**config.mk**
```make
export PLATFORM = sky130hd
export DESIGN_NAME = nnt_store
export DESIGN_NICKNAME = d
export VERILOG_FILES = /design/src/rtl/nnt_pkg.sv /design/src/rtl/nnt_store.sv
export SDC_FILE = /design/constraint.sdc
export NUM_CORES = 2
export LEC_CHECK = 0
export ABC_AREA = 1
export BUFFER_PORTS_ARGS = -buffer_cell sky130_fd_sc_hd__buf_4
export CELL_PAD_IN_SITES_DETAIL_PLACEMENT = 0
export CELL_PAD_IN_SITES_GLOBAL_PLACEMENT = 1
export CORE_ASPECT_RATIO = 0.8
export CORE_MARGIN = 8
export CORE_UTILIZATION = 25
export CTS_BUF_LIST = sky130_fd_sc_hd__clkbuf_8
export CTS_CLUSTER_SIZE = 14
export DETAILED_ROUTE_END_ITERATION = 12
export PLACE_DENSITY_LB_ADDON = 0.1
export SLEW_MARGIN = 0
export SYNTH_ARGS = -nofsm -noshare
export SYNTH_HDL_FRONTEND = slang
export SYNTH_SLANG_ARGS = --single-unit
```
**constraint.sdc**
```tcl
create_clock -name clk -period 14.93 [get_ports clk]
set_input_delay 2.986 -clock clk [delete_from_list [all_inputs] [get_ports clk]]
set_output_delay 2.986 -clock clk [all_outputs]
set_load 0.005 [all_outputs]
```
**src/rtl/nnt_pkg.sv**
```systemverilog
// ----------------------------------------------------------------------------
// nnt_pkg
// shared types, widths and helpers of the nearest neighbour tour unit
// ----------------------------------------------------------------------------
package nnt_pkg;

	localparam int unsigned MAX_CITIES_DEF = 64;
	localparam int unsigned POS_W          = 6;
	localparam int unsigned LEG_W          = 30;
	localparam int unsigned TOTAL_W        = 40;
	localparam int unsigned RAD_W          = 50;
	localparam int unsigned ROOT_W         = RAD_W / 2;
	localparam int unsigned REM_W          = ROOT_W + 3;
	localparam int unsigned PROD_W         = ROOT_W + 17;
	localparam int unsigned W_FRAC         = 13;

	typedef struct packed {
		logic signed [15:0] x_coord;
		logic signed [15:0] y_coord;
		logic [15:0]        cost_weight;
		logic               last_city;
	} city_t;

	typedef struct packed {
		logic [POS_W-1:0]   tour_position;
		logic [POS_W-1:0]   city_index;
		logic [LEG_W-1:0]   leg_length;
		logic [TOTAL_W-1:0] running_total;
		logic               overflowed;
		logic               last_result;
	} result_t;

	// one stored city
	typedef struct packed {
		logic signed [15:0] x;
		logic signed [15:0] y;
		logic [15:0]        w;
	} point_t;

	function automatic logic [TOTAL_W-1:0] sat_add(input logic [TOTAL_W-1:0] t,
		input logic [LEG_W-1:0] v);
		logic [TOTAL_W:0] s;
		s = {1'b0, t} + {{(TOTAL_W-LEG_W+1){1'b0}}, v};
		sat_add = s[TOTAL_W] ? {TOTAL_W{1'b1}} : s[TOTAL_W-1:0];
	endfunction

endpackage

```
**src/rtl/nnt_store.sv**
```systemverilog
// ----------------------------------------------------------------------------
// nnt_store
// city store: one write port, one read port with registered data
// ----------------------------------------------------------------------------
module nnt_store
	import nnt_pkg::*;
#(
	parameter int unsigned DEPTH = MAX_CITIES_DEF,
	parameter int unsigned AW    = $clog2(DEPTH)
) (
	input  logic          clk,
	input  logic          we,
	input  logic [AW-1:0] waddr,
	input  point_t        wdata,
	input  logic [AW-1:0] raddr,
	output point_t        rdata
);

	point_t mem [DEPTH];

	always_ff @(posedge clk) begin
		if (we) begin
			mem[waddr] <= wdata;
		end
		rdata <= mem[raddr];
	end

endmodule

```
== Word level (Yosys, flattened, before mapping) ==
Memories as Yosys holds them, arrays and structs flattened. A register that Yosys moved wholly into a read port is not among the register bits.
Index checks and enable logic that the tools add are counted.
Widths: inputs -> output; s select.
Storage, ports and cells
  register bits after elaboration: 0
  bits in writable memories: 3072
  input port bits: 62
  output and inout bits: 48
  memories: 1
Cells by class
  muxes and demuxes: 2
Memory list
  mem: words 64, width 48, read ports 1, clocked after Yosys merged registers in 1, wr ports 1, RTL line nnt_store.sv:19  | point_t mem [DEPTH];
Operators by type and width (count)
  $mux 1: 2

== Longest topological paths before layout ==
  depth after elaboration: 2
  depth in mapped cells: 13
  gate-level depth less buffers: 9

== Worst setup path after synthesis ==
Ideal clock, no wire load.
  path kind: input port to flip-flop
  from: input port we
  to: memory mem[48][0] (netlist name) (enable)
  library setup time: 0.574 ns
  arrival time: 8.118 ns
  required time: 14.356 ns
  slack: 6.238 ns
  stages: 3
  path buffers: 1
  path through: clkbuf_1 nand4_1 nor4_1
Between the ends
  word-level cells in the longest chain between the ends: 2
RTL lines
  start, declared: RTL line nnt_store.sv:12  | input logic we,
  $mux 1: RTL line nnt_store.sv:22  | if (we) begin
  $mux 1 (not written as such): RTL line nnt_store.sv:23  | mem[waddr] <= wdata;
  end, declared: RTL line nnt_store.sv:19
Every way passes these cells.

==> results.cfg <==
[status]
outcome = finished, final reports clean

[critical_path]
reg2reg_slack_ps = 13150
crit_fanout = 104
crit_arrival_ps = 7220
cp-start-kind = primary input
end_kind = register
required_ps = 16070
path_class = primary input to register

[timing]
fin_crit_sh = 0.407
skew_ps = 64.0
fmaxAchievable_mhz = 165
period_needed_ps = 6080
hold_violations = 0
finalSetupViolCount = 0
fin_tns_setup_ps = 0
maxSlewHeadroom = 0.139
maxSlewViolCount = 0
worstMarginPinSlew_ps = 1290
rsz0062_at_grt = no

[clock_tree]
cts_sinks = 3120
cts_resized = 0
root_buffer = clkbuf_8
clock_path_buffers = 4
htree_levels = 6
cts_tree = built
numCtsBuffers = 563
post_cts_buffers = 0
clk_latency_ps = 1220
postCtsHoldBufs = 0
path_clk_slew_ps = 60

[power]
ir_worst_vdd_mv = 0.0890
power_density_nw_per_um2 = 129
leakage_uw = 0.0495

[die]
die_w_um = 804
die_y_um = 647
rows = 231
die_area_um2 = 520000
io_pins = 110
initial_utilization = 0.251
core_area_um2 = 495000

[placement]
io_buffers = 109
dp_cells = 16400
gp_congestion = 0.738
place_hpwl_um = 271000

[synthesis]
synth.net_count = 10200
seq_area_frac_synth = 0.750
synth_cells = 10100
syn_area_per_cell_um2 = 12.3
ys_warn_count = 0
ys_ff_latch = 3120
syn_area_um2 = 124000
synth.distinct_cells = 18

[finish]
multi_input_area_um2 = 27700
fin_util = 0.287
area_delta_synth_final_pct = 14.5
drive_gt1_frac = 0.102
final_cells = 17400
fillCellCount = 50700
final_nets = 10400
ff_latch_area_um2 = 93200

[routing]
first_pass_iters = 5
drt_iter0_drc = 7976
drt_wl_total_um = 526000
drc_errors = 0
routedWlPerCell_um = 30.2
vias = 82700
ant_nets = 0
vias_per_cell = 4.74

[grt]
grt_pass1_wl_um = 710000
antenna_found_initial = 93
grt_max_degree = 167
grt_pass1_vias = 81300
grt_use_total = 0.195
grt-ovfl-total = 0

[job]
max-cap-violations = 0

[min_path]
hold_path.class = register to register
## logic make-up (layout without fill, tap and decap cells)
family	Yosys count	count (layout)	share of synthesized area
simple gates	6302	6302	0.219
flops	3120	3120	0.750
other cells	0	16	0
buf+inv	686	1353	0.0310
## final timing paths
| kind | from | endpoint | depth (start not counted) |
|---|---|---|---|
| worst max-delay path | raddr[0] | rdata[10]$_DFF_P_ | 14 |
| worst min-delay path | mem[14][21]$_DFFE_PP_ | rdata[21]$_DFF_P_ | 8 |
| worst max register to register | mem[49][34]$_DFFE_PP_ | rdata[34]$_DFF_P_ | 8 |
| worst min register to register | mem[14][21]$_DFFE_PP_ | rdata[21]$_DFF_P_ | 8 |
## per-layer routing
metal	vias to the layer above	part of all wire	wire length [um]	global-route usage
li1	36600	-	-	-
met1	42800	0.47	247000	0.279
met2	2517	0.46	240000	0.313
met3	717	0.052	27100	0.0301
met4	12	0.022	11400	0.0434
met5	-	0.00014	75	0
## area by class of cell
type                    count  share of cell area
multi-input cells        6302               0.195
well taps                6640              0.0584
clock inverters           388              0.0128
inverters                  12            0.000659
repair buffers            360              0.0208
flip-flops and latches   3120               0.655
diodes                     16            0.000281
clock buffers             593              0.0573
## Yosys cell counts (all sizes together)
| cell | count | area [um2] |
|---|---|---|
| nand4 | 9 | 56.3 |
| nor2 | 56 | 210 |
| dfxtp | 48 | 961 |
| nand3 | 2857 | 14300 |
| clkbuf | 115 | 432 |
| nand2 | 3372 | 12700 |
| nor4 | 8 | 50.1 |
| clkinv | 2 | 7.51 |
| edfxtp | 3072 | 92200 |
| inv | 10 | 40.0 |
| buf | 559 | 3370 |
## state kept, by name, summed over array words and instances, names as in the netlist
signal and count:
mem 3072, rdata 48
## critical path, cell delays in order
cell and delay, ps:
buf_8 330, buf_4 550, buf_4 550, buf_4 590, buf_12 440, buf_4 610
nand2_1 110, nand3_1 120, nand3_1 90, nand3_1 130, nand3_1 100, nand2_1 180
nand2_1 100, nand2_1 80
## per-stage QoR
stage	cell area [um2]	setup slack [ps]	hold slack, ps	total power (uW)
after floorplan	124000	6240	721	10500
after global placement	132000	7600	790	11100
after detailed placement	132000	7640	786	11100
after CTS	142000	9030	780	18700
after global routing	142000	8680	876	19100
final	142000	8850	784	18400
## placed cells by master (no fill, tap or decap)
cell,instances
buf_12,16
buf_16,1
buf_4,338
buf_8,5
bufinv_16,5
clkbuf_8,593
clkinv_1,96
clkinv_2,33
clkinv_4,1
clkinvlp_4,23
dfxtp_1,48
diode_2,16
edfxtp_1,3072
inv_1,219
inv_16,1
inv_4,1
inv_6,13
inv_8,8
nand2_1,3372
nand3_1,2857
nand4_1,9
nor2_4,56
nor4_2,8
## report_power, final
group	total, uW	switching, uW	internal, uW
combinational	1160	895	261
clock	7500	3750	3740
sequential	9760	58.9	9700
total	18400	4710	13700
Power figures use the tool's default switching activity.
