`src/rtl/nnt_pkg.sv`:
```
// ----------------------------------------------------------------------------
// nnt_pkg
// shared types, widths and helpers of the nearest neighbour tour unit
// ----------------------------------------------------------------------------
package nnt_pkg;

	localparam int unsigned MAX_CITIES_DEF = 64;
	localparam int unsigned POS_W          = 6;
	localparam int unsigned LEG_W          = 30;
	localparam int unsigned TOTAL_W        = 40;
	localparam int unsigned RAD_W          = 50;
	localparam int unsigned ROOT_W         = RAD_W / 2;
	localparam int unsigned REM_W          = ROOT_W + 3;
	localparam int unsigned PROD_W         = ROOT_W + 17;
	localparam int unsigned W_FRAC         = 13;

	typedef struct packed {
		logic signed [15:0] x_coord;
		logic signed [15:0] y_coord;
		logic [15:0]        cost_weight;
		logic               last_city;
	} city_t;

	typedef struct packed {
		logic [POS_W-1:0]   tour_position;
		logic [POS_W-1:0]   city_index;
		logic [LEG_W-1:0]   leg_length;
		logic [TOTAL_W-1:0] running_total;
		logic               overflowed;
		logic               last_result;
	} result_t;

	// one stored city
	typedef struct packed {
		logic signed [15:0] x;
		logic signed [15:0] y;
		logic [15:0]        w;
	} point_t;

	function automatic logic [TOTAL_W-1:0] sat_add(input logic [TOTAL_W-1:0] t,
		input logic [LEG_W-1:0] v);
		logic [TOTAL_W:0] s;
		s = {1'b0, t} + {{(TOTAL_W-LEG_W+1){1'b0}}, v};
		sat_add = s[TOTAL_W] ? {TOTAL_W{1'b1}} : s[TOTAL_W-1:0];
	endfunction

endpackage

```
`src/rtl/nnt_leg.sv`:
```
// ----------------------------------------------------------------------------
// nnt_leg
// weighted leg length: squares, bit-serial square root, weight product
// ----------------------------------------------------------------------------
module nnt_leg
	import nnt_pkg::*;
(
	input  logic             clk,
	input  logic             arst_n,
	input  logic             start,
	input  point_t           pa,
	input  point_t           pb,
	output logic             done,
	output logic [LEG_W-1:0] leg
);

	localparam logic [2:0] L_IDLE = 3'd0;
	localparam logic [2:0] L_MX   = 3'd1;
	localparam logic [2:0] L_MY   = 3'd2;
	localparam logic [2:0] L_SUM  = 3'd3;
	localparam logic [2:0] L_SQ   = 3'd4;
	localparam logic [2:0] L_MUL  = 3'd5;
	localparam logic [2:0] L_FIN  = 3'd6;

	logic [2:0]              state_q;
	logic [4:0]              cnt_q;
	logic [15:0]             ux_q, uy_q;
	logic [16:0]             s_q;
	logic [31:0]             sqx_q, sqy_q;
	logic [RAD_W-1:0]        rad_q;
	logic [REM_W-1:0]        rem_q;
	logic [ROOT_W-1:0]       root_q;
	logic [PROD_W-1:0]       prod_q;
	logic [LEG_W-1:0]        leg_q;
	logic                    done_q;

	logic signed [16:0]      dx, dy;
	logic [REM_W-1:0]        rem_sh, trial;
	logic [PROD_W-W_FRAC-1:0] scaled;

	always_comb begin
		dx     = 17'(pb.x) - 17'(pa.x);
		dy     = 17'(pb.y) - 17'(pa.y);
		rem_sh = {rem_q[REM_W-3:0], rad_q[RAD_W-1 -: 2]};
		trial  = REM_W'({root_q, 2'b01});
		scaled = prod_q[PROD_W-1:W_FRAC];
	end

	always_ff @(posedge clk or negedge arst_n) begin
		if (!arst_n) begin
			state_q <= L_IDLE;
			done_q  <= 1'b0;
			cnt_q   <= '0;
		end else begin
			done_q <= 1'b0;
			case (state_q)
				L_IDLE: begin
					if (start) begin
						state_q <= L_MX;
					end
				end
				L_MX: state_q <= L_MY;
				L_MY: state_q <= L_SUM;
				L_SUM: begin
					cnt_q   <= '0;
					state_q <= L_SQ;
				end
				L_SQ: begin
					cnt_q <= cnt_q + 5'd1;
					if (cnt_q == 5'(ROOT_W - 1)) begin
						state_q <= L_MUL;
					end
				end
				L_MUL: state_q <= L_FIN;
				L_FIN: begin
					done_q  <= 1'b1;
					state_q <= L_IDLE;
				end
				default: state_q <= L_IDLE;
			endcase
		end
	end

	always_ff @(posedge clk) begin
		case (state_q)
			L_IDLE: begin
				ux_q <= dx[16] ? 16'(-dx) : dx[15:0];
				uy_q <= dy[16] ? 16'(-dy) : dy[15:0];
				s_q  <= 17'(pa.w) + 17'(pb.w);
			end
			L_MX: sqx_q <= ux_q * ux_q;
			L_MY: sqy_q <= uy_q * uy_q;
			L_SUM: begin
				rad_q  <= {1'b0, 33'(sqx_q) + 33'(sqy_q), 16'b0};
				rem_q  <= '0;
				root_q <= '0;
			end
			L_SQ: begin
				rad_q <= {rad_q[RAD_W-3:0], 2'b00};
				if (rem_sh >= trial) begin
					rem_q  <= rem_sh - trial;
					root_q <= {root_q[ROOT_W-2:0], 1'b1};
				end else begin
					rem_q  <= rem_sh;
					root_q <= {root_q[ROOT_W-2:0], 1'b0};
				end
			end
			L_MUL: prod_q <= PROD_W'(root_q) * PROD_W'(s_q);
			// max root * max weight sum >> W_FRAC stays below 2^29, under the leg limit
			L_FIN: leg_q <= LEG_W'(scaled);
			default: ;
		endcase
	end

	assign done = done_q;
	assign leg  = leg_q;

endmodule

```
`config.mk`:
```
export PLATFORM = sky130hd
export DESIGN_NAME = nnt_leg
export DESIGN_NICKNAME = d
export VERILOG_FILES = /design/src/rtl/nnt_pkg.sv /design/src/rtl/nnt_leg.sv
export SDC_FILE = /design/constraint.sdc
export NUM_CORES = 2
export LEC_CHECK = 0
export BUFFER_PORTS_ARGS = -buffer_cell sky130_fd_sc_hd__buf_2
export CAP_MARGIN = 20
export CORE_MARGIN = 4
export CORE_UTILIZATION = 50
export CTS_CLUSTER_SIZE = 14
export DETAILED_ROUTE_END_ITERATION = 6
export GPL_TIMING_DRIVEN = 1
export PLACE_DENSITY = 0.76
export SLEW_MARGIN = 20
export SYNTH_ARGS = -nofsm -noshare
export SYNTH_HDL_FRONTEND = slang
export SYNTH_SLANG_ARGS = --single-unit
```
`constraint.sdc`:
```
create_clock -name clk -period 6.6 [get_ports clk]
set_input_delay 0.99 -clock clk [delete_from_list [all_inputs] [get_ports clk]]
set_output_delay 0.99 -clock clk [all_outputs]
set_load 0.005 [all_outputs]
```
## Yosys cells after proc, flatten, opt, wreduce, memory -nomap -nowiden

Cells that the tools add are included.

| word-level totals | value |
|---|---|
| flip-flop bits (word level) | 294 |
| input port bits | 99 |
| output and inout bits | 31 |
| word-level logic and storage cells | 49 |

| cells by class | value |
|---|---|
| add/sub/neg operators | 8 |
| multipliers | 3 |
| order comparisons | 1 |
| equality and inequality tests | 9 |
| multiplexer cells | 12 |
| reductions and logical operators | 3 |

Operators with widths:

| cell | number |
|---|---|
| $pmux W50 S2 | 1 |
| $mul A16 B16 Y32 | 2 |
| $pmux W26 S2 | 1 |
| $pmux W25 S2 | 1 |
| $mul A25 B17 Y42 | 1 |
| $sub A16 B16 Y17 | 2 |
| $add A32 B32 Y33 | 1 |
| $mux W16 | 2 |
| $neg A16 Y16 | 2 |
| $ge A28 B27 Y1 | 1 |
| $mux W26 | 1 |
| $sub A26 B26 Y26 | 1 |
| $pmux W3 S6 | 1 |
| $add A16 B16 Y17 | 1 |
| $pmux W5 S2 | 1 |
| $eq A3 B3 Y1 const B | 3 |
| $eq A3 B2 Y1 const B | 2 |
| $mux W3 | 2 |
| $add A5 B1 Y5 const B | 1 |
| $eq A5 B5 Y1 const B | 1 |
| $ne A2 B2 Y1 const B | 2 |
| $eq A3 B1 Y1 const B | 1 |
| $logic_not A3 Y1 | 1 |
| $mux W1 | 2 |
| 2 further kinds | 2 |

## Depth between registers and ports, before layout

| depth | value |
|---|---|
| depth after elaboration | 3 |
| depth in mapped cells | 25 |
| gate-level depth less buffers | 24 |

## Worst setup path after synthesis

Ideal clock, no wire load.

| path | value |
|---|---|
| path type | register to register |
| start | register uy_q[2] |
| end | register sqy_q[28], data pin |
| data arrival time | 5.990 ns |
| data required time | 6.338 ns |
| path slack | 0.348 ns |
| cell stages (with the launch flop) | 24 |
| path buffers | 1 |
| period minus slack after synthesis | 6.252 ns |
| cell sequence | edfxtp_1 > clkbuf_1 > nand2_1 > inv_1 > fa_1 > inv_1 > fa_1 > fa_1 > inv_1 > fa_1 > inv_1 > fa_1 > fa_1 > inv_1 > ha_1 > a21oi_1 > nor2b_1 > o31ai_1 > nor2b_1 > o22ai_1 > o311ai_0 > a311oi_1 > o31ai_1 > xnor2_1 |

| on the way | value |
|---|---|
| longest elaborated chain between the ends | 1 |

Ends and longest elaborated chain:

| item | line | source |
|---|---|---|
| start, declared | nnt_leg.sv:27 | `logic [15:0] ux_q, uy_q;` |
| start signal, assigned | nnt_leg.sv:88 | `uy_q <= dy[16] ? 16'(-dy) : dy[15:0];` |
| $mul A16 B16 Y32 | nnt_leg.sv:92 | `L_MY: sqy_q <= uy_q * uy_q;` |
| end signal, assigned | nnt_leg.sv:92 |  |
| end, declared | nnt_leg.sv:29 | `logic [31:0] sqx_q, sqy_q;` |

No other way between the ends.
A chain may end at the register's enable or synchronous reset.

## Worst setup path after layout

| path | value |
|---|---|
| start | register s_q[5] |
| end | register prod_q[37], data pin |

| on the way | value |
|---|---|
| longest elaborated chain between the ends | 1 |

Ends and longest elaborated chain:

| item | line | source |
|---|---|---|
| start, declared | nnt_leg.sv:28 | `logic [16:0] s_q;` |
| start signal, assigned | nnt_leg.sv:89 | `s_q <= 17'(pa.w) + 17'(pb.w);` |
| $mul A25 B17 Y42 | nnt_leg.sv:108 | `L_MUL: prod_q <= PROD_W'(root_q) * PROD_W'(s_q);` |
| end signal, assigned | nnt_leg.sv:108 |  |
| end, declared | nnt_leg.sv:33 | `logic [PROD_W-1:0] prod_q;` |

No other way between the ends.

==> impl_metrics.ini <==
[clocking]
cts_buffer_depth = 3
clock_latency_ns = 0.57
cts-root-buf = clkbuf_16
h-tree-depth = 2
cts_tree = built
numCtsBuffers = 34
cts.sinks = 263
path_clk_slew_ns = 0.07

[placed_design]
placed_area_um2 = 44600
dp_hpwl_um = 74100
place_congestion = 0.879
port_buffers = 128
dpl.cell_count = 5660

[setup_path]
crit_chain = buf_6 -> and2_1 -> fa_1 -> inv_1 -> fa_1 -> fa_1 -> inv_1 -> fa_1 -> fa_1 -> fa_1 -> ha_4 -> a21oi_1 -> o21ai_0 -> a221oi_2 -> buf_4 -> a21oi_1 -> buf_4 -> o2111ai_1 -> buf_4 -> and3b_2 -> o21ai_0 -> xor2_1
end_kind = flip-flop
slowest_delay_ns = 0.55
worstPathRequired_ns = 6.89
worstSetupPathType = flip-flop to flip-flop
rr_worst_depth = 22
start_kind = flip-flop
worstSetupPathDepth = 22
crit_top_cell = fa_1
path_delay_family = adder cells
cp_slowest_cell = fa_1
cp_data_arrival_time_ns = 6.68
crit_fanout = 17
path_buf_inv = 6

[timing]
relSlewSlack = 0.302
finalMaxSlewViolations = 0
setup_viol = 0
fin_skew_ns = 0.0362
worstMarginPinSlew_ns = 1.05
min_period_ns = 6.39
fin_crit_sh = 0.968
hold_viol_final = 0
fmax_mhz = 157

[final_layout]
area_growth_syn_to_layout_pct = 9.69
regArea_um2 = 7850
fin_area_um2 = 46200
drive_gt1_frac = 0.0847
fill_cells = 7196
fin_nets = 5849
multi_input_area_um2 = 30200
final_cell_mix = inv_1 (997), fa_1 (675), nand2_1 (491)
final_common_cell = inv_1
fin_cells = 5756

[logic_synthesis]
yosysWarnings = 0
ys_ff_latch = 263
synthCells = 4463
synthAdderAreaFrac = 0.447
synthMuxAreaShare = 0.00662
ys.flop_type = edfxtp_1
synth_compound_area_frac = 0.0807
synth_xor_area_frac = 0.0418
synth-simple-area-share = 0.137
synth_area_um2 = 42100
ys_seq_area_frac = 0.186
synth_fp_nets = 5662
async_reset_ff_frac = 0.0342
synth.avg_cell_area_um2 = 9.44
ys_types = 81
synth_edf_count = 254
synth_top_family_by_area = adder cells

[route]
routedWlPerCell_um = 15.8
wirelength_um = 90900
antenna_left = 0
drc = 0
dr.pass1.iters = 6
viasPerCell = 5.30
dr.first_iter.drc_count = 1753
num_vias = 30500

[grt]
grt_use_total = 0.210
antenna_found_initial = 2
grt_max_degree = 86
grt-ovfl-total = 0
grt_pass1_wl_um = 155000
grt_pass1_vias = 32700

[floorplanning]
ios = 130
die_area_um2 = 89000
die_h_um = 298
die_width_um = 298
initial_core_util = 0.504
std_cell_rows = 106
core-area_um2 = 83600

[outcome]
status = finished clean

[flow_run]
cap_violations = 0

[hold_path]
hp-class = input pin to asynchronous set/reset pin
path summary, 6_finish.rpt:
kind	from	slack (ns)	to
max	s_q[5]$_DFFE_PN_	0.21	prod_q[37]$_DFFE_PN_
min	arst_n	0.27	done$_DFF_PN0_
max reg2reg	s_q[5]$_DFFE_PN_	0.21	prod_q[37]$_DFFE_PN_
max in group asynchronous	arst_n	6.10	cnt_q[2]$_DFFE_PN0P_
min reg2reg	prod_q[40]$_DFFE_PN_	0.41	leg[27]$_DFFE_PP_
min in group clk	prod_q[40]$_DFFE_PN_	0.41	leg[27]$_DFFE_PP_
repair_timing:
item,4_1_cts,5_1_grt
setup endpoints to repair,14,29
pin swaps,1,2
hold buffers,0,0
setup buffers,0,34
gates resized for setup,3,32
cloned,0,0
final cells by class:
class / count / share of cell area
Sequential cell: 263 / 0.170
Clock inverter: 24 / 0.00725
Clock buffer: 37 / 0.0186
Tap cell: 1080 / 0.0292
Multi-Input combinational cell: 3069 / 0.653
Antenna cell: 1 / 0.0000541
Timing Repair Buffer: 282 / 0.0404
Inverter: 1000 / 0.0812
state kept, by name (all words and copies together), names as in the netlist:
signal	count
uy_q	16
cnt_q	5
ux_q	16
s_q	17
prod_q	29
leg	29
rad_q	34
done	1
root_q	25
state_q	3
sqx_q	31
sqy_q	31
rem_q	26
synth_stat cells, types with 16 or more instances:
library cell	n	share of area
nor2b_1	34	0.0050
edfxtp_1	254	0.18
nand3_1	47	0.0056
nand2b_1	23	0.0034
a21oi_1	171	0.020
nor2_1	220	0.020
xnor2_1	137	0.028
and3_1	27	0.0040
inv_1	1000	0.089
ha_1	425	0.13
or3_1	16	0.0024
mux2i_1	20	0.0048
xor2_1	64	0.013
o21bai_1	25	0.0045
fa_1	675	0.32
and2_1	264	0.039
nor3_1	35	0.0042
a21o_1	72	0.013
o21ai_0	97	0.012
a211oi_1	28	0.0050
a31oi_1	18	0.0027
o21a_1	19	0.0034
nand2_1	493	0.044
clkbuf_1	125	0.011
logic make-up after synthesis:
kind of cell	Yosys count
muxes	27
and+or+nand+nor	1211
AOI/OAI and AO/OA	529
DFF	263
buffers and inverters	1131
other	1
xor gates and xnor gates	201
adders and majority gates	1100
through the flow:
| step | TNS (ns) | worst slack [ns] | hold WS (ns) | util |
|---|---|---|---|---|
| 2_1_floorplan | 0 | 0.348 | 0.400 | - |
| 3_5_place_dp | -1.35 | -0.185 | 0.405 | 0.534 |
| 4_1_cts | 0 | 0.00477 | 0.248 | 0.548 |
| 3_3_place_gp | -0.418 | -0.101 | 0.402 | 0.534 |
| 6_report | 0 | 0.210 | 0.275 | 0.553 |
| 5_1_grt | -0.0574 | -0.0228 | 0.260 | 0.553 |
layer usage:
metal / share of wire / track usage / up-vias
met1: 0.41 / 0.263 / 15200
met5: 0 / 0 / -
li1: - / - / 14400
met3: 0.049 / 0.0284 / 160
met4: 0.028 / 0.0630 / 0
met2: 0.51 / 0.377 / 757
Power is not shown: default switching activity piles up to over one toggle a cycle in this logic, so the estimate is an artifact.
